$ cat config.mk
export PLATFORM = sky130hd
export DESIGN_NAME = upct_ram
export DESIGN_NICKNAME = d
export VERILOG_FILES = /design/src/rtl/upct_ram.sv
export SDC_FILE = /design/constraint.sdc
export NUM_CORES = 1
export LEC_CHECK = 0
export CORE_MARGIN = 1
export CORE_UTILIZATION = 40
export CTS_CLUSTER_DIAMETER = 120
export DETAILED_ROUTE_END_ITERATION = 10
export DONT_BUFFER_PORTS = 1
export GPL_TIMING_DRIVEN = 0
export MAX_ROUTING_LAYER = met4
export PLACE_DENSITY_LB_ADDON = 0.12
export SYNTH_ARGS = -nofsm -noshare
export SYNTH_HDL_FRONTEND = slang
export SYNTH_SLANG_ARGS = --single-unit
$ cat constraint.sdc
create_clock -name i_clk -period 3 [get_ports i_clk]
set_input_delay 0.3 -clock i_clk [delete_from_list [all_inputs] [get_ports i_clk]]
set_output_delay 0.3 -clock i_clk [all_outputs]
set_load 0.01 [all_outputs]
$ cat src/rtl/upct_ram.sv
module upct_ram #(
    parameter int WIDTH = 8,
    parameter int DEPTH = 16
) (
    input logic i_clk,
    input logic i_we,
    input logic [((DEPTH > 1) ? $clog2(DEPTH) : 1)-1:0] i_waddr,
    input logic [WIDTH-1:0] i_wdata,
    input logic [((DEPTH > 1) ? $clog2(DEPTH) : 1)-1:0] i_raddr,
    output logic [WIDTH-1:0] o_rdata
);

    logic [WIDTH-1:0] r_mem [DEPTH];

    // One write port, one registered read port.
    always_ff @(posedge i_clk) begin
        if (i_we) begin
            r_mem[i_waddr] <= i_wdata;
        end
        o_rdata <= r_mem[i_raddr];
    end

endmodule
# Yosys cells after proc, flatten, opt, wreduce, memory -nomap -nowiden

Memories as Yosys holds them, arrays and structs flattened. A register that Yosys moved wholly into a read port is not among the register bits.
Cells that the tools add are included.

Muxes and demuxes: 2

Operators by type and width:

| kind   | number |
|---|---|
| $mux 1 | 2 |

Memories: 1
Register bits after elaboration: 0
Memory bits (writable): 128
Output and inout bits: 8

Memory list:

| name  | depth | width | read ports | clocked after memory_dff | write ports | line | RTL |
|---|---|---|---|---|---|---|---|
| r_mem | 16    | 8     | 1          | 1                        | 1           | 13   | `logic [WIDTH-1:0] r_mem [DEPTH];` |

# Depth between registers and ports, before layout

Gate-level depths: netlist (run 1).

Depth in word-level cells: 2
Depth in mapped cells: 5

# Worst setup path after synthesis (run 1)

No wires, ideal clock.

Path kind: input-to-reg
Start: in i_waddr[2] in the netlist's numbering
End: mem r_mem[0][0] (enable)
Setup time: 0.383 ns
Path slack: 1.207 ns
Data arrival time: 1.410 ns
Stages on the path: 2
Data required time: 2.617 ns
Buffers on the path: 0
Path through: or3b_2 > nor3_1

RTL lines:

| item        | line | RTL |
|---|---|---|
| from (decl) | 7    | `input logic [((DEPTH > 1) ? $clog2(DEPTH) : 1)-1:0] i_waddr,` |
| to (decl)   | 13   |  |

No word-level cell before the write port.

# Worst setup path in the final report (run 1)

Start: in i_waddr[2] in the netlist's numbering
End: mem r_mem[0][2] (enable)

No word-level cell before the write port.

==> metrics.txt, run 1 <==
status=finished clean; vias per inst=5.29; CTS tree=done; initial antenna violation count=1; Max Root-Sink Buffers=2; largest net degree at the start of global routing=17; CP delay by family, top=simple AND/OR/NAND/NOR gates; Mean Syn Cell Area=22.5 sq um; critical path class=in -> reg; Slowest cell on crit path=nor3_1; PwrDens=711 nW/um^2; crit path cell chain=or3b_2 > nor3_1; Mapped Nets=around 250; Final HPWL DP=6510 um; Cell Area, Placed=5370 sq um; clock period minus worst slack=1820 ps; post_cts resized=0; Commonest cells post-synth=128 x edfxtp_1, 18 x mux4_2, 16 x a22oi_1; most frequent cell after synthesis=edfxtp_1; Hold Crit Depth=1; Synthesis Warnings=0; worst r2r src=r_mem[2][0]; CTS root buffer=clkbuf_16; Finished Layout Cells=443; Synth async-reset ratio=0%; Most Crowded Layer GR=met2; Die Height=115 um; Post-synth EDFFs=128; H-Tree Depth=4; Seq/Total Area, Yosys=77.8%; Clock Skews=5.05 ps; met1 usage=24.2%; Syn Std Cell Area=5150 sq um; Starting Density=41.0%; GRT Total Usage=17.8%; buffer count from post-CTS setup fixing=0; Setup violations, final=0; crit share post-route=60.7%; Core Util, Final=between 40% and 50%; hold-fix buffers at CTS=8; Yosys top cell by area=edfxtp_1; Worst-Margin Slew=1310 ps; wirelength, routed=10300 um; clk sinks=136; I/O pins=26; Die Area=between 10000 and 15000 sq um; CP peak stage delay=1010 ps; Placed Cells=401; CP max FO=8; Synth Flop Type=edfxtp_1; WP data arrival=between 1500 and 2000 ps; grt met3 use=5.75%; FF-to-FF setup slack=approximately 1500 ps; core area=about 13000 sq um; Peak VDD IR=0.653 mV; clock slew at reported path FFs=50 ps; first-pass GRT wire length=around 15000 um; Leak=1.97 nW; Synth cell types=19; IO buf count=0; final design area excluding fillers=6030 sq um; Peak Freq=about 0.55 GHz; Area Overhead vs Synth=17.1%; RR Endpoint=o_rdata[0]; Slew HR=between 10% and 20%; Mapped Cells=229; layout cell share with drive strength beyond 1=~23%; std cell rows=41; Via Count=2343; ANT nets after route=0; Worst Hold Launch=i_waddr[0]; crit start category=primary input; DRT Pass-1 Iters=4; CP bufs+invs=0; Iter 0 DRT Violations=159; critical path endpoint category=flop; DR WL/cell=between 20 and 25 um; share of Yosys cell area claimed by the top area cell type=74.7%; final slew viol count=0; M2 GR Usage=about a quarter; GPL Wtd Cong=0.797; RSZ-0062 raised after global routing=false; flops & latches, synth=136; Hold Path End=r_mem[8][6]; clk_lat worst skew=410 ps; NumNets Final=275; Hold Vio Cnt, Final=0; reg2reg path depth=3; WP data required=3020 ps; Filler cells=1045; class of the worst hold path=in -> reg; Synth area leaders=edfxtp_1 75%, mux4_2 7.9%, mux4_1 7.1%; vias in the first global route=between 2000 and 2500; drc violations=0; CTS buffer count=17; setup TNS=0 ps; Die X=approximately 120 um; max_cap viols=0; grt ovf=0
## report_power, final
| group | internal [W] | total [W] | switching [W] | leakage (nW) |
|---|---|---|---|---|
| sequential | 0.00213 | 0.00214 | 0.0000179 | 1.22 |
| combinational | 0.0000761 | 0.000183 | 0.000106 | 0.458 |
| clock | 0.00124 | 0.00196 | 0.000723 | 0.286 |
| total | 0.00344 | 0.00429 | 0.000847 | 1.97 |
## how the worst max path moves through the flow
stage | from | endpoint | cells after the start
final | i_waddr[2] | r_mem[0][2] | 2
after global routing | i_waddr[2] | r_mem[0][1] | 2
after CTS | i_waddr[2] | r_mem[0][2] | 2
after detailed placement | i_waddr[2] | r_mem[0][2] | 2
after global placement | i_waddr[2] | r_mem[0][2] | 2
after floorplan | i_waddr[2] | r_mem[0][0] | 2
## worst reg2reg max path: stages, from the launching register on
cell,delay [ps]
edfxtp_1,370
mux4_1,540
a22oi_1,320
nand2_1,130
## cells by family after synthesis
| logic type | count (synthesis) | synth area share, % |
|---|---|---|
| muxes | 32 | 15.0 |
| DFF | 136 | 77.8 |
| buffers and inverters | 10 | 1.68 |
| and+or+nand+nor | 35 | 3.18 |
| AOI/OAI and AO/OA | 16 | 2.33 |
## sequential cells by signal, summed over array words and instances (netlist names)
register,count
o_rdata,8
r_mem,128
## cells in the final DEF, fill, tap and decap left out, types with 2 or more instances in the layout
cell type and n:
a22oi_1 16, buf_2 3, buf_6 3, clkbuf_16 17, clkbuf_8 5, clkdlybuf4s25_2 3, clkinv_2 6, dfxtp_1 8
dlygate4sd3_1 8, edfxtp_1 128, mux4_1 14, mux4_2 18, nand2_1 9, nand2b_1 2, nand3b_1 2, nor2_1 13
nor3_1 3
## routing by layer
layer	vias up	wire, um
met4	0	52
met2	65	4880
li1	1033	-
met3	6	768
met5	-	0
met1	1239	4630
## area by class of cell
type / count / area (sq um) / area share, %
diodes: 1 / 2.50 / 0.0415
plain buffers: 10 / 86.3 / 1.43
clock buffers: 23 / 498 / 8.26
clock inverters: 9 / 71.3 / 1.18
multi-input cells: 83 / 1060 / 17.6
flip-flops and latches: 136 / 4000 / 66.4
well taps: 172 / 215 / 3.57
repair buffers: 9 / 87.6 / 1.45
## through the flow
step	hold slack [ps]	worst slack, ps	total power, W
global placement	400	738	0.00233
finish	140	1180	0.00429
detailed placement	400	777	0.00233
floorplan	399	1210	0.00229
CTS	175	1210	0.00433
global route	129	1130	0.00442
Power figures use the tool's default switching activity.
==> inputs of run 2 (changes only) <==
Settings changed: ABC_AREA set to 1.
Clock period 3 ns to 1.7 ns, I/O delays scaled along.
==> run 2 against run 1 <==
Net effect: area after synthesis is 12% higher; die area is 12% higher; global-route usage up 3.7 points; combinational power rose to 2.5 times the previous value; largest power group is now the clock network; highest routed layer unchanged.
==> metrics.txt, run 2 <==
CTS root buffer=clkbuf_16; Die Height=122 um; most frequent cells in the layout=173 x nand2_1, 128 x edfxtp_1, 100 x inv_1; NumNets Final=596; grt ovf=0; crit path cell chain=dlygate4sd3_1; RSZ-0062 raised after global routing=false; Die Area=between 10000 and 15000 sq um; ANT nets after route=0; Hold Path End=o_rdata[1]; post_cts resized=0; Synth async-reset ratio=0%; Yosys top cell by area=edfxtp_1; DR WL/cell=18.3 um; Tot Pwr=0.00845 W; Slew HR=38.7%; CP peak stage delay=between 1000 and 1500 ps; H-Tree Depth=4; vias in the first global route=between 3000 and 4000; clock slew at reported path FFs=roughly 50 ps; IO buf count=0; GPL Wtd Cong=0.949; Final HPWL DP=around 9500 um; status=finished clean; layout cell share with drive strength beyond 1=under 10%; CTS tree=done; leading cell type in the layout, fill and taps excluded=nand2_1; Worst Hold Launch=i_raddr[2]; Starting Density=41.2%; Mapped Cells=551; largest reg by FF count=r_mem; wirelength, routed=between 10000 and 15000 um; Commonest cells post-synth=173 x nand2_1, 128 x edfxtp_1, 100 x inv_1; flops & latches, synth=136; Mapped Nets=approximately 570; Cell Area, Placed=5990 sq um; footprint of the multi-input gates=1210 sq um; Area Overhead vs Synth=17.1%; CP delay by family, top=buffers and inverters; Via Count=3668; Mean Syn Cell Area=roughly 10 sq um; Hold Crit Depth=4; Hold Vio Cnt, Final=0; Synthesis Warnings=0; register area=4000 sq um; most frequent cell after synthesis=nand2_1; final slew viol count=0; GRT Total Usage=21.5%; final design area excluding fillers=roughly 6800 sq um; Leak=~2.9 nW; slack of the critical path=548 ps; WP data required=about 1800 ps; std cell rows=43; max_cap viols=0; Iter 0 DRT Violations=415; max reg flops=128; critical path endpoint category=flop; Filler cells=1284; Post-synth EDFFs=128; RR Endpoint=o_rdata[0]; initial antenna violation count=0; Worst-Margin Slew=~920 ps; clk_lat worst skew=roughly 430 ps; Max Root-Sink Buffers=2; share of Yosys cell area claimed by the top area cell type=between 60% and 70%; Clock Skews=20.4 ps; CP bufs+invs=1; WP data arrival=1250 ps; I/O pins=26; Syn Std Cell Area=5770 sq um; critical path class=in -> reg; Synth Flop Type=edfxtp_1; Seq/Total Area, Yosys=between 60 and 70%; clk sinks=136; vias per inst=4.76; PwrDens=~1300 nW/um^2; ant diodes=0; first-pass GRT wire length=~21000 um; Setup violations, final=0; Synth area leaders=edfxtp_1 67%, nand2_1 11%, nand3_1 8.4%; worst r2r src=r_mem[15][0]; class of the worst hold path=in -> reg; clock period minus worst slack=1150 ps; Synth cell types=12; reg2reg path depth=6; Peak VDD IR=0.634 mV; hold slack=approximately 170 ps; CTS buffer count=17; DRT Pass-1 Iters=5; Die X=~120 um; largest net degree at the start of global routing=17; Slowest cell on crit path=dlygate4sd3_1; FF-to-FF setup slack=just over 600 ps; CP max FO=16; setup TNS=0 ps; Peak Freq=0.868 GHz; drc violations=0; top flop regs=r_mem x128, o_rdata x8; core area=14000 sq um; Place WS=164 ps; Critical Path Stages=1; crit share post-route=67.8%; crit start category=primary input; buffer count from post-CTS setup fixing=0
-- run 2: where the power goes --
part	total, W	internal (W)	switching (W)
combinational	0.000459	0.000131	0.000328
clock	0.00421	0.00288	0.00133
sequential	0.00378	0.00375	0.0000320
-- run 2: kinds of logic after synthesis --
group / after synthesis / synth area share (%)
AND/OR/NAND/NOR: 289 / 21.0
buffers and inverters: 126 / 9.52
flip-flops: 136 / 69.4
-- run 2: worst max path at each step --
stage               startpoint           end  slack, ps
detailed placement  i_waddr[3]   r_mem[4][1]        160
global route        i_wdata[7]   r_mem[5][7]        520
CTS                 i_wdata[7]   r_mem[5][7]        550
floorplan           i_waddr[2]  r_mem[10][0]        580
global placement    i_waddr[3]   r_mem[4][0]        180
finish              i_wdata[7]   r_mem[5][7]        550
-- run 2: through the flow --
step	util, %	cells
after floorplan	-	551
after CTS	48.3	771
after global placement	42.8	731
after global routing	48.3	771
final	48.3	771
after detailed placement	42.8	731
-- run 2: final cells by class --
cell class	instances	area share (%)
Clock buffer	18	6.35
Buffer	24	2.46
Clock inverter	14	3.74
Multi-Input combinational cell	289	18.0
Timing Repair Buffer	8	1.19
Tap cell	180	3.33
Inverter	102	5.67
Sequential cell	136	59.3
-- run 2: repair_timing --
action	CTS	global route
hold buffers	8	0
setup endpoints to repair	0	0
hold endpoints to repair	128	0
-- run 2: routing by layer --
layer	GRT usage [%]	vias up	part of all wire (%)
met1	30.7	1690	47
met2	29.2	129	44
met5	-	-	0
met3	4.73	16	6.6
li1	-	1833	-
met4	9.45	0	2.4
==> inputs of run 3 (changes only) <==
Clock period 1.7 ns to 1 ns, I/O delays scaled along.
==> run 3 against run 2 <==
Net effect: the run now ends with negative hold slack left; combinational power is 81% higher; worst setup slack lost 540 ps; power is 59% higher; sequential power rose by 70%; largest power group is now registers.
==> metrics.txt, run 3 (synthesis gave the netlist of run 2 again) <==
largest net degree at the start of global routing=17; Die Height=approximately 120 um; vias per inst=4.84; Die Area=roughly 15000 sq um; Leak=2.94 nW; Cell Area, Placed=6000 sq um; Max Root-Sink Buffers=2; CTS root buffer=clkbuf_16; Peak VDD IR=1.23 mV; GPL Wtd Cong=0.842; ANT nets after route=0; RR Endpoint=o_rdata[1]; critical path class=in -> reg; IO buf count=0; I/O pins=26; WP data arrival=approximately 1000 ps; clk sinks=136; Slew HR=45.0%; Setup violations, final=0; FF-to-FF setup slack=30 ps; class of the worst hold path=in -> reg; grt ovf=0; clk_lat worst skew=420 ps; Clock Skews=5.53 ps; final design area excluding fillers=6870 sq um; first-pass GRT wire length=21800 um; CP delay by family, top=simple AND/OR/NAND/NOR gates; layout cell share with drive strength beyond 1=18.3%; CP max FO=8; Placed Cells=731; Worst Hold Launch=i_wdata[3]; NumNets Final=594; status=finished, violations left; RSZ-0062 raised after global routing=true; core area=14000 sq um; hold-fix buffers at CTS=6; Final HPWL DP=9320 um; Worst-Margin Slew=822 ps; GRT Total Usage=21.9%; Place WS=-619 ps; final slew viol count=0; clock period minus worst slack=991 ps; vias in the first global route=about 3600; most frequent cells in the layout=164 x nand2_1, 128 x edfxtp_1, 99 x inv_1; PwrDens=a little under 2000 nW/um^2; Die X=122 um; reg2reg path depth=6; crit start category=primary input; wirelength, routed=14400 um; Hold Path End=r_mem[11][3]; Peak Freq=1.01 GHz; setup TNS=0 ps; max_cap viols=0; largest reg by FF count=r_mem; Starting Density=41.2%; DR WL/cell=18.7 um; top flop regs=r_mem x128, o_rdata x8; DRT Pass-1 Iters=4; Finished Layout Cells=770; crit path cell chain=nand3b_1 > nor2_1; drc violations=0; Via Count=3727; worst r2r src=r_mem[9][1]; CP bufs+invs=0; Iter 0 DRT Violations=385; H-Tree Depth=4; hold slack=-224 ps; violated checks=negative hold slack; CP peak stage delay=just under 700 ps; Hold Vio Cnt, Final=32; max reg flops=128; WP data required=1040 ps; Hold Crit Depth=0; slack of the critical path=8.56 ps; leading cell type in the layout, fill and taps excluded=nand2_1; initial antenna violation count=1; std cell rows=43; CTS buffer count=17; Slowest cell on crit path=nor2_1; clock slew at reported path FFs=60 ps; Area Overhead vs Synth=19.1%; critical path endpoint category=flop; crit share post-route=99.1%; CTS tree=done
run 3: final cells by class:
| type | count | area [sq um] |
|---|---|---|
| antenna | 1 | 2.50 |
| buffer | 24 | 166 |
| clock buffer | 21 | 470 |
| clock inverter | 11 | 123 |
| fill | 1296 | 7120 |
| inverter | 102 | 383 |
| multi-input combinational | 289 | 1420 |
| sequential | 136 | 4000 |
| tap | 180 | 225 |
| timing repair buffer | 6 | 72.6 |
run 3: report_power, final:
part | switching [W] | leakage [nW] | internal, W
Combinational | 0.000584 | 1.44 | 0.000248
Sequential | 0.0000527 | 1.22 | 0.00638
Clock | 0.00231 | 0.281 | 0.00386
run 3: worst reg2reg max path, stage by stage, from the launching register on:
cell and delay (ps):
edfxtp_1 370, inv_1 60, nand2_1 40, nand3_1 120
nand3_2 90, nand3_2 100, nand2_2 70
run 3: metal layers:
metal	routed length, um	global-route usage, %	vias to the layer above
met5	0	-	-
met4	351	9.68	0
met3	966	4.21	23
met2	6210	30.2	119
met1	6850	31.3	1756
li1	-	-	1829
run 3: through the flow:
step | total power [W] | util [%]
6_report | 0.0134 | 49.1
3_3_place_gp | 0.00721 | 42.9
5_1_grt | 0.0138 | 49.1
3_5_place_dp | 0.00721 | 42.9
2_1_floorplan | 0.00699 | -
4_1_cts | 0.0134 | 47.8
run 3: how the worst max path moves through the flow:
stage / startpoint / end / slack (ps) / depth (start not counted)
after floorplan: i_waddr[2] / r_mem[10][0] / -50 / 2
after global placement: i_waddr[3] / r_mem[7][1] / -590 / 2
after detailed placement: i_waddr[3] / r_mem[6][1] / -620 / 2
after CTS: i_wdata[1] / r_mem[1][1] / 0.9 / 1
after global routing: i_waddr[2] / r_mem[9][0] / -50 / 2
final: i_waddr[2] / r_mem[9][0] / 9 / 2
run 3: timing repair:
item	in CTS	in global routing
endpoints found under the setup margin	44	112
buffers inserted	0	0
hold endpoints to repair	128	32
gates resized for setup	10	44
pin swaps	1	26
